===== config.mk =====
export PLATFORM = sky130hd
export DESIGN_NAME = lzwc_out
export DESIGN_NICKNAME = d
export VERILOG_FILES = /design/src/assert_macros.svh /design/src/lzwc_pkg.sv /design/src/lzwc_out.sv
export SDC_FILE = /design/constraint.sdc
export NUM_CORES = 1
export LEC_CHECK = 0
export BUFFER_PORTS_ARGS = -buffer_cell sky130_fd_sc_hd__clkbuf_2
export CORE_UTILIZATION = 33
export DETAILED_ROUTE_END_ITERATION = 7
export PLACE_DENSITY = 0.75
export SKIP_LAST_GASP = 1
export SYNTH_ARGS = -nofsm -noshare
export SYNTH_HDL_FRONTEND = slang
export SYNTH_SLANG_ARGS = --single-unit

===== constraint.sdc =====
create_clock -name clk -period 1 [get_ports clk]
set_clock_uncertainty 0.1 [all_clocks]
set_input_delay 0 -clock clk [delete_from_list [all_inputs] [get_ports clk]]
set_output_delay 0 -clock clk [all_outputs]
set_load 0.05 [all_outputs]

===== src/assert_macros.svh =====
// Assertion macros for the compressor RTL.
`ifndef ASSERT_MACROS_SVH
`define ASSERT_MACROS_SVH

`ifndef ASSERT_OFF

// Check a property at every rising clk edge outside of reset.
`define ASSERT_CLK(lbl, prop, msg) \
    lbl: assert property (@(posedge clk) disable iff (!rst_n) prop) else $error(msg);

// Check that an expression never holds outside of reset.
`define ASSERT_NEVER(lbl, expr, msg) \
    `ASSERT_CLK(lbl, !(expr), msg)

`else

`define ASSERT_CLK(lbl, prop, msg)
`define ASSERT_NEVER(lbl, expr, msg)

`endif

`endif


===== src/lzwc_pkg.sv =====
// Types and constants shared by the LZW byte compressor modules.
package lzwc_pkg;

    localparam int CODE_BITS  = 12;
    localparam int HASH_SLOTS = 8192;
    localparam int HASH_BITS  = $clog2(HASH_SLOTS);
    localparam int EPOCH_BITS = 4;
    localparam int SYM_BITS   = 8;

    localparam int S_TDATA_W = SYM_BITS;
    localparam int M_TDATA_W = ((CODE_BITS + 7) / 8) * 8;

    localparam logic [CODE_BITS:0]    FIRST_CODE = (CODE_BITS + 1)'(256);
    localparam logic [EPOCH_BITS-1:0] EPOCH_FIRST = EPOCH_BITS'(1);
    localparam logic [EPOCH_BITS-1:0] EPOCH_LAST  = {EPOCH_BITS{1'b1}};
    localparam logic [HASH_BITS-1:0]  SLOT_LAST   = HASH_BITS'(HASH_SLOTS - 1);

    // One dictionary slot; a slot is live only when its epoch matches the current one.
    typedef struct packed {
        logic [EPOCH_BITS-1:0] epoch;
        logic [CODE_BITS-1:0]  prefix;
        logic [SYM_BITS-1:0]   sym;
        logic [CODE_BITS-1:0]  code;
    } lzwc_entry_t;

    localparam int ENTRY_W = $bits(lzwc_entry_t);

    // Code handed from the controller to the output stage.
    typedef struct packed {
        logic                 vld;
        logic [CODE_BITS-1:0] code;
        logic                 eos;
    } lzwc_emit_t;

    // Start slot of the probe: (prefix * 256 + sym) mod HASH_SLOTS.
    function automatic logic [HASH_BITS-1:0] hash_idx(
        input logic [CODE_BITS-1:0] prefix,
        input logic [SYM_BITS-1:0]  sym
    );
        logic [CODE_BITS+SYM_BITS-1:0] key;
        begin
            key = {prefix, sym};
            return key[HASH_BITS-1:0];
        end
    endfunction

endpackage


===== src/lzwc_out.sv =====
// Output register stage for emitted codes.
module lzwc_out (
    input  logic                          clk,
    input  logic                          rst_n,
    input  lzwc_pkg::lzwc_emit_t          emit,
    output logic                          emit_rdy,
    output logic                          m_tvalid,
    input  logic                          m_tready,
    output logic [lzwc_pkg::M_TDATA_W-1:0] m_tdata,   // [11:0] out_code, rest zero
    output logic                          m_tlast     // end_of_stream
);

    import lzwc_pkg::*;

    logic                 valid_reg;
    logic [CODE_BITS-1:0] code_reg;
    logic                 eos_reg;

    assign emit_rdy = !valid_reg || m_tready;

    always_ff @(posedge clk or negedge rst_n)
    begin
        if (!rst_n)
        begin
            valid_reg <= 1'b0;
        end
        else if (emit_rdy)
        begin
            valid_reg <= emit.vld;
        end
    end

    always_ff @(posedge clk)
    begin
        if (emit_rdy && emit.vld)
        begin
            code_reg <= emit.code;
            eos_reg  <= emit.eos;
        end
    end

    assign m_tvalid = valid_reg;
    assign m_tdata  = M_TDATA_W'(code_reg);
    assign m_tlast  = eos_reg;

endmodule


# Yosys cells after proc, flatten, opt, wreduce, memory -nomap -nowiden
# Index checks and enable logic that the tools add are counted.
classes:
  reduce_logical: 3
ops:
  columns: ["cell", "count"]
  rows:
  - ["logical AND 1 bit", 1]
  - ["logical NOT 1 bit", 1]
  - ["logical OR 1 bit", 1]
word_totals:
  regBits: 14
  word_cells: 6
  output_inout_bits: 19
  input_bits: 17

# Logic depth before layout (Yosys ltp)
logic_depth:
  word_depth: 3
  ltp_mapped: 2
  ltp_nobuf: 2

# Worst setup path before layout
# Ideal clock, no wire load.
synth_path:
  path_kind: "reg-to-reg"
  startpoint: "register valid_reg, in the netlist m_tvalid"
  endpoint: "register code_reg[0] (enable)"
  stages_incl_launch_ff: 3
  arrival_ns: 1.083
  setup_time_ns: 0.308
  setup_slack_ns: -0.490
  n_path_buf: 0
  synth_period_minus_slack_ns: 1.490
  t_required_ns: 0.592
  path_cell_list: "dfrtp_1 -> nand2b_4 -> and2_4"
synth_via:
  elab_chain_len: 3
synth_lines:
  columns: ["item", "line_no", "rtl"]
  rows:
  - ["start: declaration", "lzwc_out.sv:15", "logic valid_reg;"]
  - ["start signal: assignment", "lzwc_out.sv:29", "valid_reg <= emit.vld;"]
  - ["logical NOT 1 bit", "lzwc_out.sv:19", "assign emit_rdy = !valid_reg || m_tready;"]
  - ["logical OR 1 bit", "lzwc_out.sv:19", null]
  - ["via emit_rdy", "lzwc_out.sv:6", "output logic emit_rdy,"]
  - ["logical AND 1 bit", "lzwc_out.sv:35", "if (emit_rdy && emit.vld)"]
  - ["end signal: assignment", "lzwc_out.sv:37", "code_reg <= emit.code;"]
  - ["end: declaration", "lzwc_out.sv:16", "logic [CODE_BITS-1:0] code_reg;"]
# The timed path passes the listed nets, and every way through them passes these cells.
# A chain may end at the register's enable or synchronous reset.

# Final worst setup path
layout_path:
  startpoint: "register valid_reg, in the netlist m_tvalid"
  endpoint: "register eos_reg, in the netlist m_tlast (enable)"
layout_via:
  elab_chain_len: 3
layout_lines:
  columns: ["item", "line_no", "rtl"]
  rows:
  - ["logical NOT 1 bit", "lzwc_out.sv:19", null]
  - ["logical OR 1 bit", "lzwc_out.sv:19", null]
  - ["logical AND 1 bit", "lzwc_out.sv:35", null]
  - ["end signal: assignment", "lzwc_out.sv:38", "eos_reg <= emit.eos;"]
  - ["end: declaration", "lzwc_out.sv:17", "logic eos_reg;"]
# Every way passes these cells.

==> impl_metrics.csv <==
group,metric,value,unit
place,place.gp.congestion,0.657,
layout,drive_gt1_share,53.3,%
clocking,clock_path_buffers,2,
synth,yosysTopAreaCell,"edfxtp_1",
die,die_h,40.1,um
power_and_ir_drop,switching_share,28.9,%
global_route,antenna_found_initial,0,
setup_path,criticalPathCategory,"reg2reg",
setup_path,r2r-end,"m_tlast",
die,io_pins,36,
synth,avgSynthCellArea,21.7,um^2
die,die-area,0.00160,mm^2
global_route,grt_first_pass_wirelength,1350,um
detailed_routing,post_drt_wl_per_cell,11.2,um
detailed_routing,drt-vias-per-instance,4.09,
synth,synth_adder_area_share,0,%
timing,maxSlewViolCount,0,
setup_path,slowest_delay,0.43,ns
global_route,grt_max_degree,9,
timing,fmaxAchievable,878,MHz
synth,ys_top_cells_by_count,"13 x edfxtp_1, 4 x buf_4",
layout,nets,93,
synth,ys_ff_latch,14,
detailed_routing,wirelength,1010,um
power_and_ir_drop,internal-power,0.000939,W
synth,yosys.area_share.simple,6.02,%
clocking,clk_latency,0.27,ns
hold_path,worstHoldStart,"m_tready",
timing,hold_violations,0,
hold_path,holdPathEnd,"m_tvalid",
power_and_ir_drop,clockPowerShare,23.8,%
synth,synth-seq-area-share,86.9,%
timing,fin_crit,1.14,ns
place,portBuffers,31,
synth,syn-cell-area,478,um^2
detailed_routing,drt_iter0_markers,8,
synth,synthXorXnorAreaFrac,0,%
detailed_routing,drtAntennaViolNets,0,
power_and_ir_drop,power,0.00132,W
synth,synth.most_common_cell,"edfxtp_1",
synth,synth_warnings,0,
setup_path,start_kind,"flip-flop",
timing,setup_viol,15,
clocking,cts_made_buffers,3,
power_and_ir_drop,switchingPower,0.000381,W
power_and_ir_drop,power.share.combinational,24.2,%
layout,area_growth,83.0,%
layout,largest_reg_flops,12,
timing,whs,0.100,ns
synth,synth_top_flop_cell,"edfxtp_1",
synth,async_reset_ff_share,7.14,%
die,core_area,0.00132,mm^2
hold_path,hp-class,"in2reg",
synth,synth_cell_types,7,
power_and_ir_drop,power_density,1510,mW/mm^2
die,die_w,40.1,um
setup_path,crit_chain,"nand2b_4 > and2_2",
synth,synth.top_cells.by_area,"edfxtp_1 82%, buf_4 6.3%, dfrtp_1 5.2%",
synth,synthCells,22,
hold_path,hold_depth,5,
synth,synth_edf_count,13,
setup_path,reg2reg_slack,-0.14,ns
global_route,grt-ovfl-total,0,
timing,layout_worst_path_cycle_share,114,%
power_and_ir_drop,p_leak,0.396,nW
global_route,grt_pass1_vias,312,
die,placementRows,13,
synth,synth.area.mux_share,0,%
setup_path,worst_setup_path_end_kind,"flip-flop",
power_and_ir_drop,ir_worst_vdd,925,uV
outcome,status,"finished with violations",
detailed_routing,drt_pass1_iterations,2,
outcome,violations,"setup timing",
clocking,cts-root-buf,"clkbuf_4",
setup_path,r2r_cells,2,
die,start_util,36.3,%
setup_path,crit_slowest_cell,"dfrtp_2",
setup_path,required,0.87,ns
synth,synth_top_family_by_area,"buffers and inverters",
clocking,cts.clk_slew.worst_paths,0.09,ns
layout,final_core_util,66.4,%
layout,num_antenna_cells,0,
setup_path,worst_ep_arrival_time,1.01,ns
power_and_ir_drop,seq_power_share,52.0,%
setup_path,crit_start,"m_tvalid",
clocking,cts_num_sinks,14,
clocking,cts_tree,"done",
timing,fin_ws,-0.139,ns
detailed_routing,vias,368,
clocking,cts_max_level,1,
setup_path,r2r_start,"m_tvalid",
setup_path,path_max_fanout,6,
synth,synth_compound_area_share,0,%
global_route,grt_use_total,13.7,%
timing,rsz0062_at_grt,"true",
detailed_routing,post-route-drc-count,0,
job,drv_cap,0,
synth,yosys.area.top_type_share,81.7,%
[power by group through the flow]
stage	Sequential, W	Clock [W]	Combinational, W
after floorplan	0.000813	0	0.0000755
after global placement	0.000702	0	0.000240
after CTS	0.000689	0.000315	0.000315
after global routing	0.000689	0.000355	0.000334
final	0.000687	0.000314	0.000319
after detailed placement	0.000702	0	0.000242
[placed cells by master (no fill, tap or decap)]
cell and n:
nand2b_1 1, clkinv_1 1, conb_1 4, dlygate4sd3_1 16, nand2b_4 1, clkbuf_16 1
and2_4 1, buf_6 1, buf_4 2, edfxtp_1 13, buf_2 8, clkbuf_4 5
clkbuf_2 19, dfrtp_2 1, and2_2 1
[worst max-delay path by stage]
| stage | to | slack, ns |
|---|---|---|
| 2_1_floorplan | code_reg[0] | -0.38 |
| 3_3_place_gp | code_reg[4] | -0.11 |
| 3_5_place_dp | code_reg[4] | -0.12 |
| 4_1_cts | emit_rdy | -0.13 |
| 5_1_grt | emit_rdy | -0.18 |
| 6_report | m_tlast | -0.14 |
[cell families after synthesis]
kind of cell	count (synthesis)
other	1
buffers and inverters	4
and+or+nand+nor	3
DFF	14
[stage by stage]
stage	setup slack [ns]	std cells	cell area (um^2)	TNS, ns
5_1_grt	-0.178	90	875	-2.01
6_report	-0.139	90	875	-1.66
3_5_place_dp	-0.124	68	642	-1.61
3_3_place_gp	-0.109	68	642	-1.42
2_1_floorplan	-0.377	25	490	-4.91
4_1_cts	-0.125	90	875	-1.38
[worst max-delay path, delay by kind of cell (launching register included)]
family	cells	cell delay, ns
DFF	1	0.43
and+or+nand+nor	2	0.30
[timing repair]
item / in CTS / in global routing
pin swaps: 1 / 0
hold buffers: 16 / 0
setup buffers: 1 / 0
endpoints found under the hold margin: 15 / 0
cloned: 1 / 0
endpoints found under the setup margin: 17 / 24
gates resized for setup: 7 / 9
[layer usage]
layer  track usage [%]  wire length (um)  vias up
met5                 0                 0        -
met3              4.44                86        0
met2              23.4               569       21
met4              5.17                 0        0
li1                  -                 -      179
met1              15.8               354      168
[cell type report]
cell class	count	area (um^2)
multi-input cells	8	51.3
clock inverters	1	3.75
repair buffers	49	362
well taps	15	18.8
clock buffers	3	22.5
flip-flops and latches	14	417
fillers	100	443
No activity file was read; power rests on OpenSTA's default activity.
