[src/assert_macros.svh]
// Assertion macros for the compressor RTL.
`ifndef ASSERT_MACROS_SVH
`define ASSERT_MACROS_SVH

`ifndef ASSERT_OFF

// Check a property at every rising clk edge outside of reset.
`define ASSERT_CLK(lbl, prop, msg) \
    lbl: assert property (@(posedge clk) disable iff (!rst_n) prop) else $error(msg);

// Check that an expression never holds outside of reset.
`define ASSERT_NEVER(lbl, expr, msg) \
    `ASSERT_CLK(lbl, !(expr), msg)

`else

`define ASSERT_CLK(lbl, prop, msg)
`define ASSERT_NEVER(lbl, expr, msg)

`endif

`endif

[src/lzwc_ram.sv]
// Generic single-write, single-read RAM with registered read data.
module lzwc_ram #(
    parameter int WIDTH = 8,
    parameter int DEPTH = 256
) (
    input  logic                     clk,
    input  logic                     we,
    input  logic [$clog2(DEPTH)-1:0] waddr,
    input  logic [WIDTH-1:0]         wdata,
    input  logic                     re,
    input  logic [$clog2(DEPTH)-1:0] raddr,
    output logic [WIDTH-1:0]         rdata
);

    logic [WIDTH-1:0] mem [DEPTH];

    always_ff @(posedge clk)
    begin
        if (we)
        begin
            mem[waddr] <= wdata;
        end
        if (re)
        begin
            rdata <= mem[raddr];
        end
    end

endmodule

[config.mk]
export PLATFORM = sky130hd
export DESIGN_NAME = lzwc_ram
export DESIGN_NICKNAME = d
export VERILOG_FILES = /design/src/assert_macros.svh /design/src/lzwc_ram.sv
export SDC_FILE = /design/constraint.sdc
export NUM_CORES = 2
export LEC_CHECK = 0
export BUFFER_PORTS_ARGS = -buffer_cell sky130_fd_sc_hd__buf_4
export CAP_MARGIN = 20
export CORE_MARGIN = 5
export CORE_UTILIZATION = 40
export DETAILED_ROUTE_END_ITERATION = 8
export SLEW_MARGIN = 20
export SYNTH_ARGS = -nofsm -noshare
export SYNTH_HDL_FRONTEND = slang
export SYNTH_SLANG_ARGS = --single-unit
[constraint.sdc]
create_clock -name clk -period 4.1 [get_ports clk]
set_input_delay 0.205 -clock clk [delete_from_list [all_inputs] [get_ports clk]]
set_output_delay 0.205 -clock clk [all_outputs]
set_load 0.02 [all_outputs]
# After elaboration in Yosys (flattened, before gate mapping)
# Memories as Yosys holds them, arrays and structs flattened. A register that Yosys moved wholly into a read port is not among the register bits.
# Index checks and enable logic that the tools add are counted.
# op_classes
add_sub_neg,0
n_mul,0
div_mod_pow,0
magnitude_cmp,0
eq_ne,0
shifts,0
muxes,2
bitwise_logic,0
reduce_logical,0
# ops
operator,n
$mux W1,2
# totals
ff_bits,0
latchBits,0
mem_bits_rw,2048
romBits,0
in_bits,27
output_inout_bits,8
elab_cells,3
n_memories,1
# memory_table
memory,depth,word_bits,rd,rd_ports_with_merged_regs,write_ports,line_no,rtl
mem,256,8,1,1,1,lzwc_ram.sv:15,logic [WIDTH-1:0] mem [DEPTH];

# Depth between registers and ports, before layout
# depth
depth_word,2
ltp_mapped,11
ltp_nobuf,6

# Worst setup path before layout
# Ideal clock, no wire load.
# synth_timing
path_kind,input to register
from,input raddr[0]
to,register rdata[2] (read register of mem) (data pin)
setup_ps,269
arrival_ps,2012
t_required_ps,3831
path_slack_ps,1819
cell_stages,9
path_buffers,4
path_cell_list,buf_6 -> buf_12 -> buf_8 -> buf_2 -> mux4_2 -> a22oi_1 -> a21oi_1 -> nor4_1 -> nor4_2
# synth_lines
item,line_no,rtl
from (decl),lzwc_ram.sv:11,"input logic [$clog2(DEPTH)-1:0] raddr,"
to (decl),lzwc_ram.sv:12,output logic [WIDTH-1:0] rdata

# Worst setup path in the final report
# layout_timing
from,input waddr[1]
to,"memory mem[0][1], enable pin"
# layout_lines
item,line_no,rtl
from (decl),lzwc_ram.sv:8,"input logic [$clog2(DEPTH)-1:0] waddr,"
to (decl),lzwc_ram.sv:15,
# Straight into the memory's write port.

==> qor_table.md <==
| Group | Metric | Value |
|:---|:---|:---|
| die | Placeable core region | 198000 µm² |
| placed design | Placer congestion estimate | 0.832 |
| finish | Diode count | 0 |
| global route | Vias in the first global route | 39000 |
| min path | Start point of the worst min-delay path | waddr[3] |
| setup path | Largest fanout on the critical path | 10 |
| placed design | Count of input and output buffers | 34 |
| power and ir drop | Leakage | 28.1 nW |
| timing | Fin crit period | 3.22 ns |
| power and ir drop | Pwr Density | 487 nW/µm² |
| setup path | Worst endpoint required time | 4.52 ns |
| die | Area of the die | 208000 µm² |
| setup path | Worst path arrival time | 3.64 ns |
| detailed routing | Wire length after detailed routing | 202000 µm |
| global route | Initial antenna violation count | 10 |
| global route | First-pass GRT wire length | 290000 µm |
| detailed routing | Via Count | 39200 |
| logic synthesis | Fraction of registers with async set/reset | 0 |
| placed design | Number of placed cells counting well taps | 6403 |
| timing | Pins over their slew limit | 0 |
| power and ir drop | Largest vdd supply drop | 427 µV |
| timing | Min setup slack post-route | 0.883 ns |
| logic synthesis | Average footprint of a synthesized cell | 21.3 µm² |
| die | Site row count | 163 |
| timing | Final setup viols | 0 |
| cts | CTS HTree Levels | 4 |
| placed design | Pre-CTS setup slack | 0.156 ns |
| detailed routing | 1st-iter DRT viols | 4793 |
| setup path | Setup crit start | waddr[1] |
| cts | Insertion delay to the later sink of the worst-skew pair | 0.86 ns |
| setup path | Kind of start point of the critical path | input port |
| detailed routing | Post-route ant nets | 0 |
| cts | Maximum root-to-sink buffer count | 3 |
| die | Boundary Pins | 35 |
| logic synthesis | Dominant synthesized flop cell | sky130_fd_sc_hd__edfxtp_1 |
| timing | Max Clk Rate | 311 MHz |
| cts | Root Buffer Master | sky130_fd_sc_hd__clkbuf_16 |
| power and ir drop | Combinational Power Share | 0.049 |
| logic synthesis | Synthesized flop and latch total | 2056 |
| cts | Count of instances resized after the clock tree is built | 0 |
| timing | Setup TNS | 0 ns |
| power and ir drop | Part of the total power dissipated in sequential elements | 0.525 |
| die | Floorplan die width | 456 µm |
| finish | Utilization after layout | 0.460 |
| detailed routing | Average vias per placed instance | 5.76 |
| power and ir drop | Internal power summed over all cells | 34.7 mW |
| finish | # fillers | 16300 |
| logic synthesis | Nets in the synthesized netlist | 3760 |
| global route | Total gr overflow | 0 |
| detailed routing | Wire per inst | 29.7 µm |
| finish | Count of placed standard cells in the final layout, fillers left out | 6794 |
| die | Initial Utilization | 0.403 |
| setup path | Classification of the worst setup path | in -> reg |
| finish | Fin nets | 4008 |
| global route | Total track usage | 0.191 |
| detailed routing | Pre-antenna DRT Iters | 5 |
| power and ir drop | Clock power share | 0.426 |
| finish | Share of final-layout standard cells stronger than drive strength 1 | 0.251 |
| logic synthesis | Number of flops mapped to enable cells by yosys | 2056 |
| placed design | Final HPWL DP | 124000 µm |
| logic synthesis | Register area share after synthesis | 0.775 |
| timing | Rel. slew slack | 0.304 |
| timing | Number of hold violations in the final report | 0 |
| logic synthesis | Number of distinct library cells after synthesis | 54 |
| cts | CTS tree | built |
| power and ir drop | Net switching power figure | 9.51 mW |
| min path | Kind of path behind the tightest hold check | in -> reg |
| logic synthesis | Mapped Cells | 3733 |
| setup path | Launching point of the worst reg2reg path | mem[82][2] |
| cts | Post-CTS setup buffer count | 0 |
| finish | Area growth from synthesis to layout | 14.1% |
| die | Die Y-Extent | 456 µm |
| logic synthesis | Cell Area, Synth | 79600 µm² |
| timing | Clock skew | 0.0622 ns |
| finish | Area taken by flip-flops and latches | 61700 µm² |
| cts | Number of buffers added by the clock tree synthesis step | 204 |
| setup path | Endpoint kind of the worst setup timing path | flip-flop |
| timing | Setup repair after global routing missed its margin | false |
| cts | Sinks on Clock Net | 2056 |
| detailed routing | Total DRC errors in the routed layout | 0 |
| global route | Maximum number of pins on one net before global-route repair | 133 |
| job | Max Cap Viol | 0 |
| cts | Hold buffer count at CTS | 12 |
| timing | Tcrit/Tclk final | 0.785 |
| cts | Clock transition at the registers of the reported paths | 0.06 ns |
| power and ir drop | Switching power as a share of total power | 0.215 |
| status | Run status | finished clean |
| timing | Transition time at the pin with the least slew margin | 1.04 ns |
| logic synthesis | Synth Warn # | 0 |
| finish | Multi-input gate area in the final layout | 16500 µm² |
cell usage in the layout (no fill, tap or decap), types with 4 or more instances in the layout:
master / n
sky130_fd_sc_hd__edfxtp_1: 2056
sky130_fd_sc_hd__mux4_2: 454
sky130_fd_sc_hd__nor2_1: 279
sky130_fd_sc_hd__buf_4: 225
sky130_fd_sc_hd__clkbuf_16: 205
sky130_fd_sc_hd__mux2i_1: 134
sky130_fd_sc_hd__a22oi_1: 133
sky130_fd_sc_hd__a21oi_1: 96
sky130_fd_sc_hd__clkinv_1: 56
sky130_fd_sc_hd__o221ai_1: 46
sky130_fd_sc_hd__clkinv_2: 42
sky130_fd_sc_hd__nand3_1: 34
sky130_fd_sc_hd__nand2_1: 32
sky130_fd_sc_hd__o22ai_1: 28
sky130_fd_sc_hd__nor2b_1: 28
sky130_fd_sc_hd__buf_12: 27
sky130_fd_sc_hd__clkbuf_1: 25
sky130_fd_sc_hd__bufinv_16: 25
sky130_fd_sc_hd__nor3_1: 21
sky130_fd_sc_hd__nor4_1: 18
sky130_fd_sc_hd__a211oi_1: 16
sky130_fd_sc_hd__a221oi_1: 13
sky130_fd_sc_hd__dlygate4sd3_1: 12
sky130_fd_sc_hd__nand4_1: 10
sky130_fd_sc_hd__o211ai_1: 10
sky130_fd_sc_hd__o21ai_0: 10
sky130_fd_sc_hd__buf_8: 10
sky130_fd_sc_hd__nor4_2: 9
sky130_fd_sc_hd__clkinvlp_4: 9
sky130_fd_sc_hd__nand2b_1: 8
sky130_fd_sc_hd__a22o_1: 8
sky130_fd_sc_hd__clkinv_16: 8
sky130_fd_sc_hd__and2_1: 6
sky130_fd_sc_hd__o22a_1: 5
sky130_fd_sc_hd__inv_6: 5
sky130_fd_sc_hd__or2_2: 4
sky130_fd_sc_hd__o32ai_1: 4
path summary, 6_finish.rpt:
kind	endpoint	slack (ns)	cells past startpoint
min	mem[221][1]	0.07	4
min reg2reg	rdata[3]	1.04	6
max reg2reg	rdata[2]	1.13	6
max	mem[0][1]	0.88	6
power groups by stage:
| stage | clock (mW) | sequential [mW] | combinational, mW |
|---|---|---|---|
| after CTS | 19.2 | 23.2 | 2.21 |
| after floorplan | 0 | 23.7 | 1.13 |
| after global routing | 20.1 | 23.2 | 2.31 |
| after detailed placement | 0 | 23.7 | 2.19 |
| after global placement | 0 | 23.7 | 2.16 |
| final | 18.9 | 23.2 | 2.19 |
cells in the mapped netlist, types with 13 or more instances:
cell                       instances  area share
sky130_fd_sc_hd__a211oi_1         16      0.0015
sky130_fd_sc_hd__a21oi_1          96      0.0060
sky130_fd_sc_hd__a22oi_1         133       0.013
sky130_fd_sc_hd__buf_4            27      0.0025
sky130_fd_sc_hd__a221oi_1         13      0.0014
sky130_fd_sc_hd__edfxtp_1       2056        0.78
sky130_fd_sc_hd__nand2_1          33      0.0016
sky130_fd_sc_hd__buf_6            21      0.0030
sky130_fd_sc_hd__nor2_1          282       0.013
sky130_fd_sc_hd__buf_2            31      0.0019
sky130_fd_sc_hd__nor3_1           22      0.0014
sky130_fd_sc_hd__mux2i_1         134       0.017
sky130_fd_sc_hd__o22ai_1          28      0.0022
sky130_fd_sc_hd__nor2b_1          31      0.0024
sky130_fd_sc_hd__buf_1            22      0.0010
sky130_fd_sc_hd__nor4_1           24      0.0019
sky130_fd_sc_hd__buf_8            13      0.0025
sky130_fd_sc_hd__clkbuf_1        111      0.0052
sky130_fd_sc_hd__mux4_2          454        0.13
sky130_fd_sc_hd__o221ai_1         46      0.0051
sky130_fd_sc_hd__nand3_1          34      0.0021
sequential cells by signal (all words and copies together), names as in the netlist:
register,count
mem,2048
rdata,8
area by class of cell:
type,instances,share of cell area
Timing Repair Buffer,275,0.0276
Sequential cell,2056,0.679
Multi-Input combinational cell,1442,0.182
Tap cell,2640,0.0363
Clock buffer,230,0.0575
Clock inverter,149,0.0175
Inverter,2,0.0000826
stage by stage:
step | area, µm² | hold slack (ns) | total power, mW
after global placement | 83900 | 0.634 | 25.8
after CTS | 90900 | 0.00275 | 44.6
after floorplan | 79600 | 0.304 | 24.8
after detailed placement | 84000 | 0.637 | 25.9
final | 90900 | 0.0692 | 44.3
after global routing | 90900 | 0.0529 | 45.6
layer usage:
metal / vias up / wire, µm / track usage
met4: 4 / 5000 / 0.0475
li1: 16200 / - / -
met1: 20900 / 83700 / 0.278
met5: - / 32 / 0
met2: 1713 / 96100 / 0.299
met3: 283 / 16700 / 0.0365
critical path, cell delays in order:
cell,delay (ns)
sky130_fd_sc_hd__dlygate4sd3_1,0.57
sky130_fd_sc_hd__buf_4,0.19
sky130_fd_sc_hd__nor2_1,0.50
sky130_fd_sc_hd__nand3_1,0.91
sky130_fd_sc_hd__buf_4,0.55
sky130_fd_sc_hd__nor2_1,0.71
logic make-up after synthesis:
group / Yosys count / synth area share
AND/OR/NAND/NOR: 466 / 0.0263
multiplexers: 591 / 0.146
buffers and inverters: 235 / 0.0183
flip-flops: 2056 / 0.775
AO/OA/AOI/OAI: 385 / 0.0342
Note: power is estimated with default switching activity, not from simulation.
