## config.mk

```make
export PLATFORM = sky130hd
export DESIGN_NAME = lzwc_ctrl
export DESIGN_NICKNAME = d
export VERILOG_FILES = /design/src/lzwc_pkg.sv /design/src/lzwc_ctrl.sv
export VERILOG_INCLUDE_DIRS = /design/src /design/src/src
export SDC_FILE = /design/constraint.sdc
export NUM_CORES = 1
export LEC_CHECK = 0
export ABC_AREA = 1
export ABC_CLOCK_PERIOD_IN_PS = 4400
export BUFFER_PORTS_ARGS = -buffer_cell sky130_fd_sc_hd__buf_2
export CAP_MARGIN = 0
export CORE_MARGIN = 8
export CORE_UTILIZATION = 24
export DETAILED_ROUTE_END_ITERATION = 12
export HOLD_SLACK_MARGIN = 0.03
export PLACE_DENSITY_LB_ADDON = 0.2
export SLEW_MARGIN = 20
export SYNTH_ARGS = -nofsm -noshare
export SYNTH_HDL_FRONTEND = slang
export SYNTH_SLANG_ARGS = --single-unit
```

## constraint.sdc

```tcl
create_clock -name clk -period 4.4 [get_ports clk]
set_input_delay 0.44 -clock clk [delete_from_list [all_inputs] [get_ports clk]]
set_output_delay 0.44 -clock clk [all_outputs]
set_load 0.01 [all_outputs]
```

## src/assert_macros.svh

```systemverilog
// Assertion macros for the compressor RTL.
`ifndef ASSERT_MACROS_SVH
`define ASSERT_MACROS_SVH

`ifndef ASSERT_OFF

// Check a property at every rising clk edge outside of reset.
`define ASSERT_CLK(lbl, prop, msg) \
    lbl: assert property (@(posedge clk) disable iff (!rst_n) prop) else $error(msg);

// Check that an expression never holds outside of reset.
`define ASSERT_NEVER(lbl, expr, msg) \
    `ASSERT_CLK(lbl, !(expr), msg)

`else

`define ASSERT_CLK(lbl, prop, msg)
`define ASSERT_NEVER(lbl, expr, msg)

`endif

`endif

```

## src/lzwc_pkg.sv

```systemverilog
// Types and constants shared by the LZW byte compressor modules.
package lzwc_pkg;

    localparam int CODE_BITS  = 12;
    localparam int HASH_SLOTS = 8192;
    localparam int HASH_BITS  = $clog2(HASH_SLOTS);
    localparam int EPOCH_BITS = 4;
    localparam int SYM_BITS   = 8;

    localparam int S_TDATA_W = SYM_BITS;
    localparam int M_TDATA_W = ((CODE_BITS + 7) / 8) * 8;

    localparam logic [CODE_BITS:0]    FIRST_CODE = (CODE_BITS + 1)'(256);
    localparam logic [EPOCH_BITS-1:0] EPOCH_FIRST = EPOCH_BITS'(1);
    localparam logic [EPOCH_BITS-1:0] EPOCH_LAST  = {EPOCH_BITS{1'b1}};
    localparam logic [HASH_BITS-1:0]  SLOT_LAST   = HASH_BITS'(HASH_SLOTS - 1);

    // One dictionary slot; a slot is live only when its epoch matches the current one.
    typedef struct packed {
        logic [EPOCH_BITS-1:0] epoch;
        logic [CODE_BITS-1:0]  prefix;
        logic [SYM_BITS-1:0]   sym;
        logic [CODE_BITS-1:0]  code;
    } lzwc_entry_t;

    localparam int ENTRY_W = $bits(lzwc_entry_t);

    // Code handed from the controller to the output stage.
    typedef struct packed {
        logic                 vld;
        logic [CODE_BITS-1:0] code;
        logic                 eos;
    } lzwc_emit_t;

    // Start slot of the probe: (prefix * 256 + sym) mod HASH_SLOTS.
    function automatic logic [HASH_BITS-1:0] hash_idx(
        input logic [CODE_BITS-1:0] prefix,
        input logic [SYM_BITS-1:0]  sym
    );
        logic [CODE_BITS+SYM_BITS-1:0] key;
        begin
            key = {prefix, sym};
            return key[HASH_BITS-1:0];
        end
    endfunction

endpackage

```

## src/lzwc_ctrl.sv

```systemverilog
// Dictionary controller: hashed lookup with linear probing, insert and epoch clearing.
`include "assert_macros.svh"

module lzwc_ctrl (
    input  logic                           clk,
    input  logic                           rst_n,
    input  logic                           in_valid,
    output logic                           in_ready,
    input  logic [lzwc_pkg::SYM_BITS-1:0]  in_sym,
    input  logic                           in_last,
    output lzwc_pkg::lzwc_emit_t           emit,
    input  logic                           emit_rdy,
    output logic                           ram_we,
    output logic [lzwc_pkg::HASH_BITS-1:0] ram_waddr,
    output lzwc_pkg::lzwc_entry_t          ram_wdata,
    output logic                           ram_re,
    output logic [lzwc_pkg::HASH_BITS-1:0] ram_raddr,
    input  lzwc_pkg::lzwc_entry_t          ram_rdata
);

    import lzwc_pkg::*;

    typedef enum logic [2:0] {
        ST_CLEAR,
        ST_IDLE,
        ST_PROBE,
        ST_EMIT_MISS,
        ST_EMIT_LAST
    } state_t;

    state_t                state_reg, state_next;
    logic [CODE_BITS-1:0]  prefix_reg, prefix_next;
    logic                  have_reg, have_next;
    logic [CODE_BITS:0]    next_code_reg, next_code_next;
    logic [EPOCH_BITS-1:0] epoch_reg, epoch_next;
    logic [HASH_BITS-1:0]  idx_reg, idx_next;
    logic [HASH_BITS-1:0]  cnt_reg, cnt_next;
    logic [SYM_BITS-1:0]   sym_reg, sym_next;
    logic                  last_reg, last_next;
    logic [CODE_BITS-1:0]  miss_code_reg, miss_code_next;

    logic take;
    logic slot_live;
    logic slot_hit;
    logic dict_full;

    assign in_ready  = (state_reg == ST_IDLE);
    assign take      = in_valid && in_ready;
    assign slot_live = (ram_rdata.epoch == epoch_reg);
    assign slot_hit  = slot_live && (ram_rdata.prefix == prefix_reg)
                       && (ram_rdata.sym == sym_reg);
    assign dict_full = next_code_reg[CODE_BITS];

    always_comb
    begin
        emit.vld  = (state_reg == ST_EMIT_MISS) || (state_reg == ST_EMIT_LAST);
        emit.code = (state_reg == ST_EMIT_MISS) ? miss_code_reg : prefix_reg;
        emit.eos  = (state_reg == ST_EMIT_LAST);
    end

    always_comb
    begin
        state_next     = state_reg;
        prefix_next    = prefix_reg;
        have_next      = have_reg;
        next_code_next = next_code_reg;
        epoch_next     = epoch_reg;
        idx_next       = idx_reg;
        cnt_next       = cnt_reg;
        sym_next       = sym_reg;
        last_next      = last_reg;
        miss_code_next = miss_code_reg;

        ram_we    = 1'b0;
        ram_waddr = idx_reg;
        ram_wdata = '0;
        ram_re    = 1'b0;
        ram_raddr = hash_idx(prefix_reg, in_sym);

        unique case (state_reg)
            ST_CLEAR:
            begin
                // Sweep every slot back to the dead epoch.
                ram_we   = 1'b1;
                idx_next = idx_reg + 1'b1;
                if (idx_reg == SLOT_LAST)
                begin
                    state_next = ST_IDLE;
                end
            end

            ST_IDLE:
            begin
                if (take)
                begin
                    sym_next  = in_sym;
                    last_next = in_last;
                    if (!have_reg)
                    begin
                        prefix_next = CODE_BITS'(in_sym);
                        have_next   = 1'b1;
                        if (in_last)
                        begin
                            state_next = ST_EMIT_LAST;
                        end
                    end
                    else
                    begin
                        ram_re     = 1'b1;
                        idx_next   = hash_idx(prefix_reg, in_sym);
                        cnt_next   = '0;
                        state_next = ST_PROBE;
                    end
                end
            end

            ST_PROBE:
            begin
                if (slot_hit)
                begin
                    prefix_next = ram_rdata.code;
                    state_next  = last_reg ? ST_EMIT_LAST : ST_IDLE;
                end
                else if (!slot_live || (cnt_reg == SLOT_LAST))
                begin
                    // Not found: emit prefix; learn pair at a free slot if codes remain.
                    if (!slot_live && !dict_full)
                    begin
                        ram_we           = 1'b1;
                        ram_wdata.epoch  = epoch_reg;
                        ram_wdata.prefix = prefix_reg;
                        ram_wdata.sym    = sym_reg;
                        ram_wdata.code   = next_code_reg[CODE_BITS-1:0];
                        next_code_next   = next_code_reg + 1'b1;
                    end
                    miss_code_next = prefix_reg;
                    prefix_next    = CODE_BITS'(sym_reg);
                    state_next     = ST_EMIT_MISS;
                end
                else
                begin
                    ram_re    = 1'b1;
                    ram_raddr = idx_reg + 1'b1;
                    idx_next  = idx_reg + 1'b1;
                    cnt_next  = cnt_reg + 1'b1;
                end
            end

            ST_EMIT_MISS:
            begin
                if (emit_rdy)
                begin
                    state_next = last_reg ? ST_EMIT_LAST : ST_IDLE;
                end
            end

            ST_EMIT_LAST:
            begin
                if (emit_rdy)
                begin
                    prefix_next    = '0;
                    have_next      = 1'b0;
                    next_code_next = FIRST_CODE;
                    // Retire the epoch; sweep the table once the tag space runs out.
                    if (epoch_reg == EPOCH_LAST)
                    begin
                        epoch_next = EPOCH_FIRST;
                        idx_next   = '0;
                        state_next = ST_CLEAR;
                    end
                    else
                    begin
                        epoch_next = epoch_reg + 1'b1;
                        state_next = ST_IDLE;
                    end
                end
            end

            default:
            begin
                state_next = ST_CLEAR;
            end
        endcase
    end

    always_ff @(posedge clk or negedge rst_n)
    begin
        if (!rst_n)
        begin
            state_reg     <= ST_CLEAR;
            prefix_reg    <= '0;
            have_reg      <= 1'b0;
            next_code_reg <= FIRST_CODE;
            epoch_reg     <= EPOCH_FIRST;
            idx_reg       <= '0;
            cnt_reg       <= '0;
            last_reg      <= 1'b0;
        end
        else
        begin
            state_reg     <= state_next;
            prefix_reg    <= prefix_next;
            have_reg      <= have_next;
            next_code_reg <= next_code_next;
            epoch_reg     <= epoch_next;
            idx_reg       <= idx_next;
            cnt_reg       <= cnt_next;
            last_reg      <= last_next;
        end
    end

    always_ff @(posedge clk)
    begin
        sym_reg       <= sym_next;
        miss_code_reg <= miss_code_next;
    end

    `ASSERT_NEVER(a_code_range, next_code_reg > (FIRST_CODE << (CODE_BITS - 8)), "next code past limit")
    `ASSERT_NEVER(a_epoch_nonzero, epoch_reg == '0, "current epoch equals dead tag")
    `ASSERT_CLK(a_emit_hold, (emit.vld && !emit_rdy) |=> (emit.vld && $stable(emit.code) && $stable(emit.eos)), "pending code changed before taken")
    `ASSERT_CLK(a_probe_read, (state_reg == ST_PROBE && state_next == ST_PROBE) |-> ram_re, "probe continues without a read")

endmodule

```

# ---- Word level (Yosys, flattened, before mapping)
# Index checks and enable logic that the tools add are counted.
dict set report classes {
  addsub 4
  multipliers 0
  div_mod_pow 0
  n_lt_le_gt_ge 0
  eq_ne 23
  n_shift 0
  mux 55
  bitwise_logic 1
  n_reduce_logical 23
}
# cell n
set op_table {}
lappend op_table {{$mux 13} 17}
lappend op_table {{$mux 36} 4}
lappend op_table {{$mux 12} 6}
lappend op_table {{$pmux 13 s2} 2}
lappend op_table {{$pmux 13 s4} 1}
lappend op_table {{$add 13x1->13 const B} 3}
lappend op_table {{$pmux 12 s3} 1}
lappend op_table {{$mux 3} 9}
lappend op_table {{$eq 13x13->1 const B} 2}
lappend op_table {{$pmux 3 s5} 1}
lappend op_table {{$reduce_and 5->1} 3}
lappend op_table {{$ne 2x2->1 const B} 7}
lappend op_table {{$eq 12x12->1} 1}
lappend op_table {{$mux 1} 10}
lappend op_table {{$eq 8x8->1} 1}
lappend op_table {{$ne 2x1->1 const B} 4}
lappend op_table {{$reduce_and 7->1} 1}
lappend op_table {{$eq 3x2->1 const B} 2}
lappend op_table {{$pmux 1 s2} 3}
lappend op_table {{$reduce_and 3->1} 2}
lappend op_table {{$reduce_and 6->1} 1}
lappend op_table {{$reduce_bool 2->1} 3}
lappend op_table {{$add 4x1->4 const B} 1}
lappend op_table {{$eq 4x4->1} 1}
lappend op_table {{other kinds (14)} 20}
dict set report totals {
  reg_bits 80
  latchBits 0
  ramBits 0
  mem_bits_ro 0
  input_bits 49
  out_inout_bits 79
  elab_cells 116
  memories 0
}

# ---- Longest topological paths before layout
dict set report logic_depth {
  depth_word 7
  depth_mapped 13
  depth_no_buf 12
}

# ---- Least setup slack after synthesis
# OpenSTA, ideal clock, no wires.
dict set report synth_timing {
  path_kind {flip-flop to output port}
  from {reg state_reg[1]}
  to {out ram_re}
  t_arrival_ns 1.860
  t_required_ns 3.960
  path_slack_ns 2.100
  path_stages_with_launch 7
  cell_sequence {dfrtp_1 nor3_2 inv_2 nor2_1 nand2_1 nand2_1 buf_2}
}
dict set report synth_via {
  elab_chain_len 4
  word_cells_on_any_way 5
  cone_classes {2 x eq/ne; 2 x mux; 1 x reduce/logical}
}
# element line_no
set synth_rtl {}
lappend synth_rtl {{start, declared} lzwc_ctrl.sv:31} ;# state_t state_reg, state_next;
lappend synth_rtl {{start signal, assigned} lzwc_ctrl.sv:201} ;# state_reg <= state_next;
lappend synth_rtl {{$eq 3x1->1} {lzwc_ctrl.sv:47, lzwc_ctrl.sv:80}}
lappend synth_rtl {{$logic_and 1x1->1} lzwc_ctrl.sv:48} ;# assign take = in_valid && in_ready;
lappend synth_rtl {{$mux 1} lzwc_ctrl.sv:94} ;# if (take)
lappend synth_rtl {{$pmux 1 s2 (*)} lzwc_ctrl.sv:80} ;# unique case (state_reg)
lappend synth_rtl {{end, declared} lzwc_ctrl.sv:16} ;# output logic ram_re,
# Mark *: on every way between the ends. The rest lies on a longest branch, timed or not.

# ---- Worst setup path in the final report
dict set report layout_timing {
  from {reg epoch_reg[2]}
  to {out ram_raddr[12] in the netlist's numbering}
}
dict set report layout_via {
  elab_chain_len 6
  word_cells_on_any_way 8
  cone_classes {1 x eq/ne; 3 x mux; 4 x reduce/logical}
}
# element line_no
set layout_rtl {}
lappend layout_rtl {{start, declared} lzwc_ctrl.sv:35} ;# logic [EPOCH_BITS-1:0] epoch_reg, epoch_next;
lappend layout_rtl {{start signal, assigned} lzwc_ctrl.sv:205} ;# epoch_reg <= epoch_next;
lappend layout_rtl {{$eq 4x4->1 (*)} lzwc_ctrl.sv:49} ;# assign slot_live = (ram_rdata.epoch == epoch_reg);
lappend layout_rtl {{$logic_not 1->1} lzwc_ctrl.sv:124} ;# else if (!slot_live || (cnt_reg == SLOT_LAST))
lappend layout_rtl {{$logic_or 1x1->1} lzwc_ctrl.sv:124}
lappend layout_rtl {{$mux 13} lzwc_ctrl.sv:124}
lappend layout_rtl {{$mux 13 (*)} lzwc_ctrl.sv:119} ;# if (slot_hit)
lappend layout_rtl {{$mux 13 (*)} lzwc_ctrl.sv:80}
lappend layout_rtl {{end, declared} lzwc_ctrl.sv:17} ;# output logic [lzwc_pkg::HASH_BITS-1:0] ram_raddr,
# Marks and branches as above.

==> reports/results.txt <==
CTS root buf -> clkbuf_16
slew margin rel. -> 0.419
DR WL/cell -> 15.0 µm
Hold Fails Final Rpt -> 0
die area -> 27,100 µm²
DRT Pass-1 Iters -> 4
Layout Area Growth over Synthesis -> 24.4%
outcome -> finished clean
GRT Util Overall -> 0.135
syn nets -> 854
final period utilization -> 0.777
fill count -> 2,463
Post-synth ARST share -> 0.750
Mean Syn Cell Area -> 6.62 µm²
Rows -> 54
post-synth top area share -> 0.274
ANT cells -> 0
Setup-failing EPs final -> 0
DRC -> 0
die height -> 165 µm
TritonCTS clock tree -> built
Pleak -> 3.45 nW
MaxCap Viol Count -> 0
Clk pin slew, worst setup/hold paths -> 0.07 ns
Via density -> 4.38
vias in the first global route -> 5,058
number of gates resized after cts -> 0
H-tree Lvls -> 3
WL final -> 18.2 mm
Clock Skews -> 0.0118 ns
Worst EP arrival -> 2.98 ns
Place WS -> 1.28 ns
fin. max-slew vios -> 0
worst setup path class -> reg2out
number of synthesized flops with an enable pin -> 20
GR Overflow Total -> 0
DR iter-0 viols -> 427
CTS buffer count -> 9
launching element type of the critical path -> flip-flop
Yosys top cell by area -> dfrtp_1
Initial Util -> 0.244
worst setup margin -> 0.980 ns
IO Count -> 128
setup TNS -> 0 ns
NumNets Final -> 979
initial antenna violation count -> 0
post-synth design cell area -> 5310 µm²
worst path required time -> 3.96 ns
setup repair after global routing missed its margin -> no
first-pass GRT wire length -> 28.4 mm
Worst Setup End Kind -> output port
Synth area leaders -> dfrtp_1, nand2_1, edfxtp_1
PD cells -> 628 nW/µm²
Worst-Skew Late Latency -> 0.35 ns
YS warnings -> 0
achievable clock frequency -> 292 MHz
crit-path max FO -> 13
postcts setup bufs -> 0
hold_buf cts -> 0
largest net degree at the start of global routing -> 40
ys flop type -> dfrtp_1
Core Area -> 21,800 µm²
CTS Buffer Depth -> 2
GP Congestion -> 0.835
fraction of layout cells with a size suffix above 1 -> 0.188
Yosys reg bits -> 80
register area share after synthesis -> 0.397
Worst VDD drop -> 0.221 mV
Antenna Nets Post-Route -> 0
min Tclk post-route -> 3.42 ns
Die W -> 165 µm
Final HPWL DP -> 14.1 mm
CTS Sinks -> 80
Cells after Synth -> 801
Slew @ Worst Pin -> 0.872 ns
worst hold path class -> in2async
vias post-DR -> 5,300
Yosys cell types -> 37
# port buffers -> 127
==> cell families (layout without fill, tap and decap cells) <==
group / after synthesis / count (layout) / synth area share
AO/OA/AOI/OAI: 70 / 70 / 0.0707
XOR/XNOR: 21 / 21 / 0.0347
adder cells (fa/ha/maj): 4 / 4 / 0.00943
buffers and inverters: 129 / 259 / 0.0955
flip-flops: 80 / 80 / 0.397
multiplexers: 1 / 1 / 0.00189
AND/OR/NAND/NOR: 496 / 496 / 0.391
==> layer usage <==
| layer | vias to the layer above | global-route usage | wire length, µm |
|---|---|---|---|
| li1 | 2777 | - | - |
| met1 | 2389 | 0.186 | 8790 |
| met2 | 122 | 0.207 | 8050 |
| met3 | 12 | 0.0329 | 1150 |
| met4 | 0 | 0.0356 | 189 |
| met5 | - | 0 | 0 |
==> final timing paths <==
kind / end / cells after the start / slack (ns) / start
min: next_code_reg[5]$_DFFE_PN0P_ / 1 / 0.15 / rst_n
min in group clk: prefix_reg[11]$_DFFE_PN0P_ / 3 / 0.30 / ram_rdata[11]
max: ram_raddr[12] / 12 / 0.98 / epoch_reg[2]$_DFFE_PN0P_
min reg2reg: next_code_reg[8]$_DFFE_PN1P_ / 2 / 0.50 / next_code_reg[8]$_DFFE_PN1P_
max in group asynchronous: ram_waddr[5]$_DFFE_PN0P_ / 2 / 3.31 / rst_n
max reg2reg: prefix_reg[6]$_DFFE_PN0P_ / 12 / 1.31 / epoch_reg[0]$_DFFE_PN1P_
==> synthesized netlist by cell type, drive strengths merged (2+ instances only) <==
cell type and instances:
nor2 95, xnor2 2, nand4 12, edfxtp 20, nand3b 2, nor3b 2
o31ai 3, nor3 19, inv 107, buf 12, xor2 19, dfstp 2
o21ai 49, a21oi 15, nand2 297, dfrtp 58, nand3 68, clkbuf 10
ha 4
==> critical path, cell delays in order (launching register included) <==
cell     delay [ns]
dfrtp_1        0.42
inv_1          0.12
nand2_1        0.06
nand2_1        0.05
nor2_1         0.04
nand2_1        0.19
nor2_1         0.09
nand3_1        0.42
nand2_2        0.14
nor2_1         0.64
nand3_1        0.13
o21ai_0        0.14
buf_2          0.19
==> power by group <==
| group | switching [mW] | internal (mW) | total, mW |
|---|---|---|---|
| logic | 1.36 | 0.634 | 2.00 |
| registers | 0.244 | 1.05 | 1.30 |
| clock network | 0.327 | 0.528 | 0.855 |
==> through the flow <==
stage	cell area [µm²]	hold WS, ns	total power [mW]	instances	utilization
detailed placement	6260	0.484	3.34	1195	0.288
finish	6600	0.153	4.15	1211	0.303
floorplan	5310	0.144	2.62	801	-
CTS	6600	0.179	4.22	1211	0.303
global placement	6260	0.486	3.35	1195	0.288
global route	6600	0.215	4.53	1211	0.303
==> cell usage in the layout (no fill, tap or decap), types with 2 or more instances in the layout <==
cell / n
nand2_1: 294
buf_2: 127
inv_1: 98
nor2_1: 92
nand3_1: 67
dfrtp_1: 58
o21ai_0: 43
edfxtp_1: 20
xor2_1: 19
nor3_1: 16
a21oi_1: 14
nand4_1: 11
clkbuf_16: 11
inv_2: 9
buf_4: 9
o21ai_1: 6
ha_1: 4
o31ai_1: 3
nor3_2: 2
nor2_4: 2
nand2_2: 2
xnor2_1: 2
nand3b_1: 2
nor3b_1: 2
dfstp_2: 2
==> area by class of cell <==
cell class              count  area (µm²)  share of cell area
clock buffers              12         289              0.0438
well taps                 280         350              0.0531
flip-flops and latches     80        2100               0.319
clock inverters             4        53.8             0.00815
inverters                 107         402              0.0608
multi-input cells         592        2700               0.409
repair buffers            136         703               0.106
Note: power is estimated with default switching activity, not from simulation.
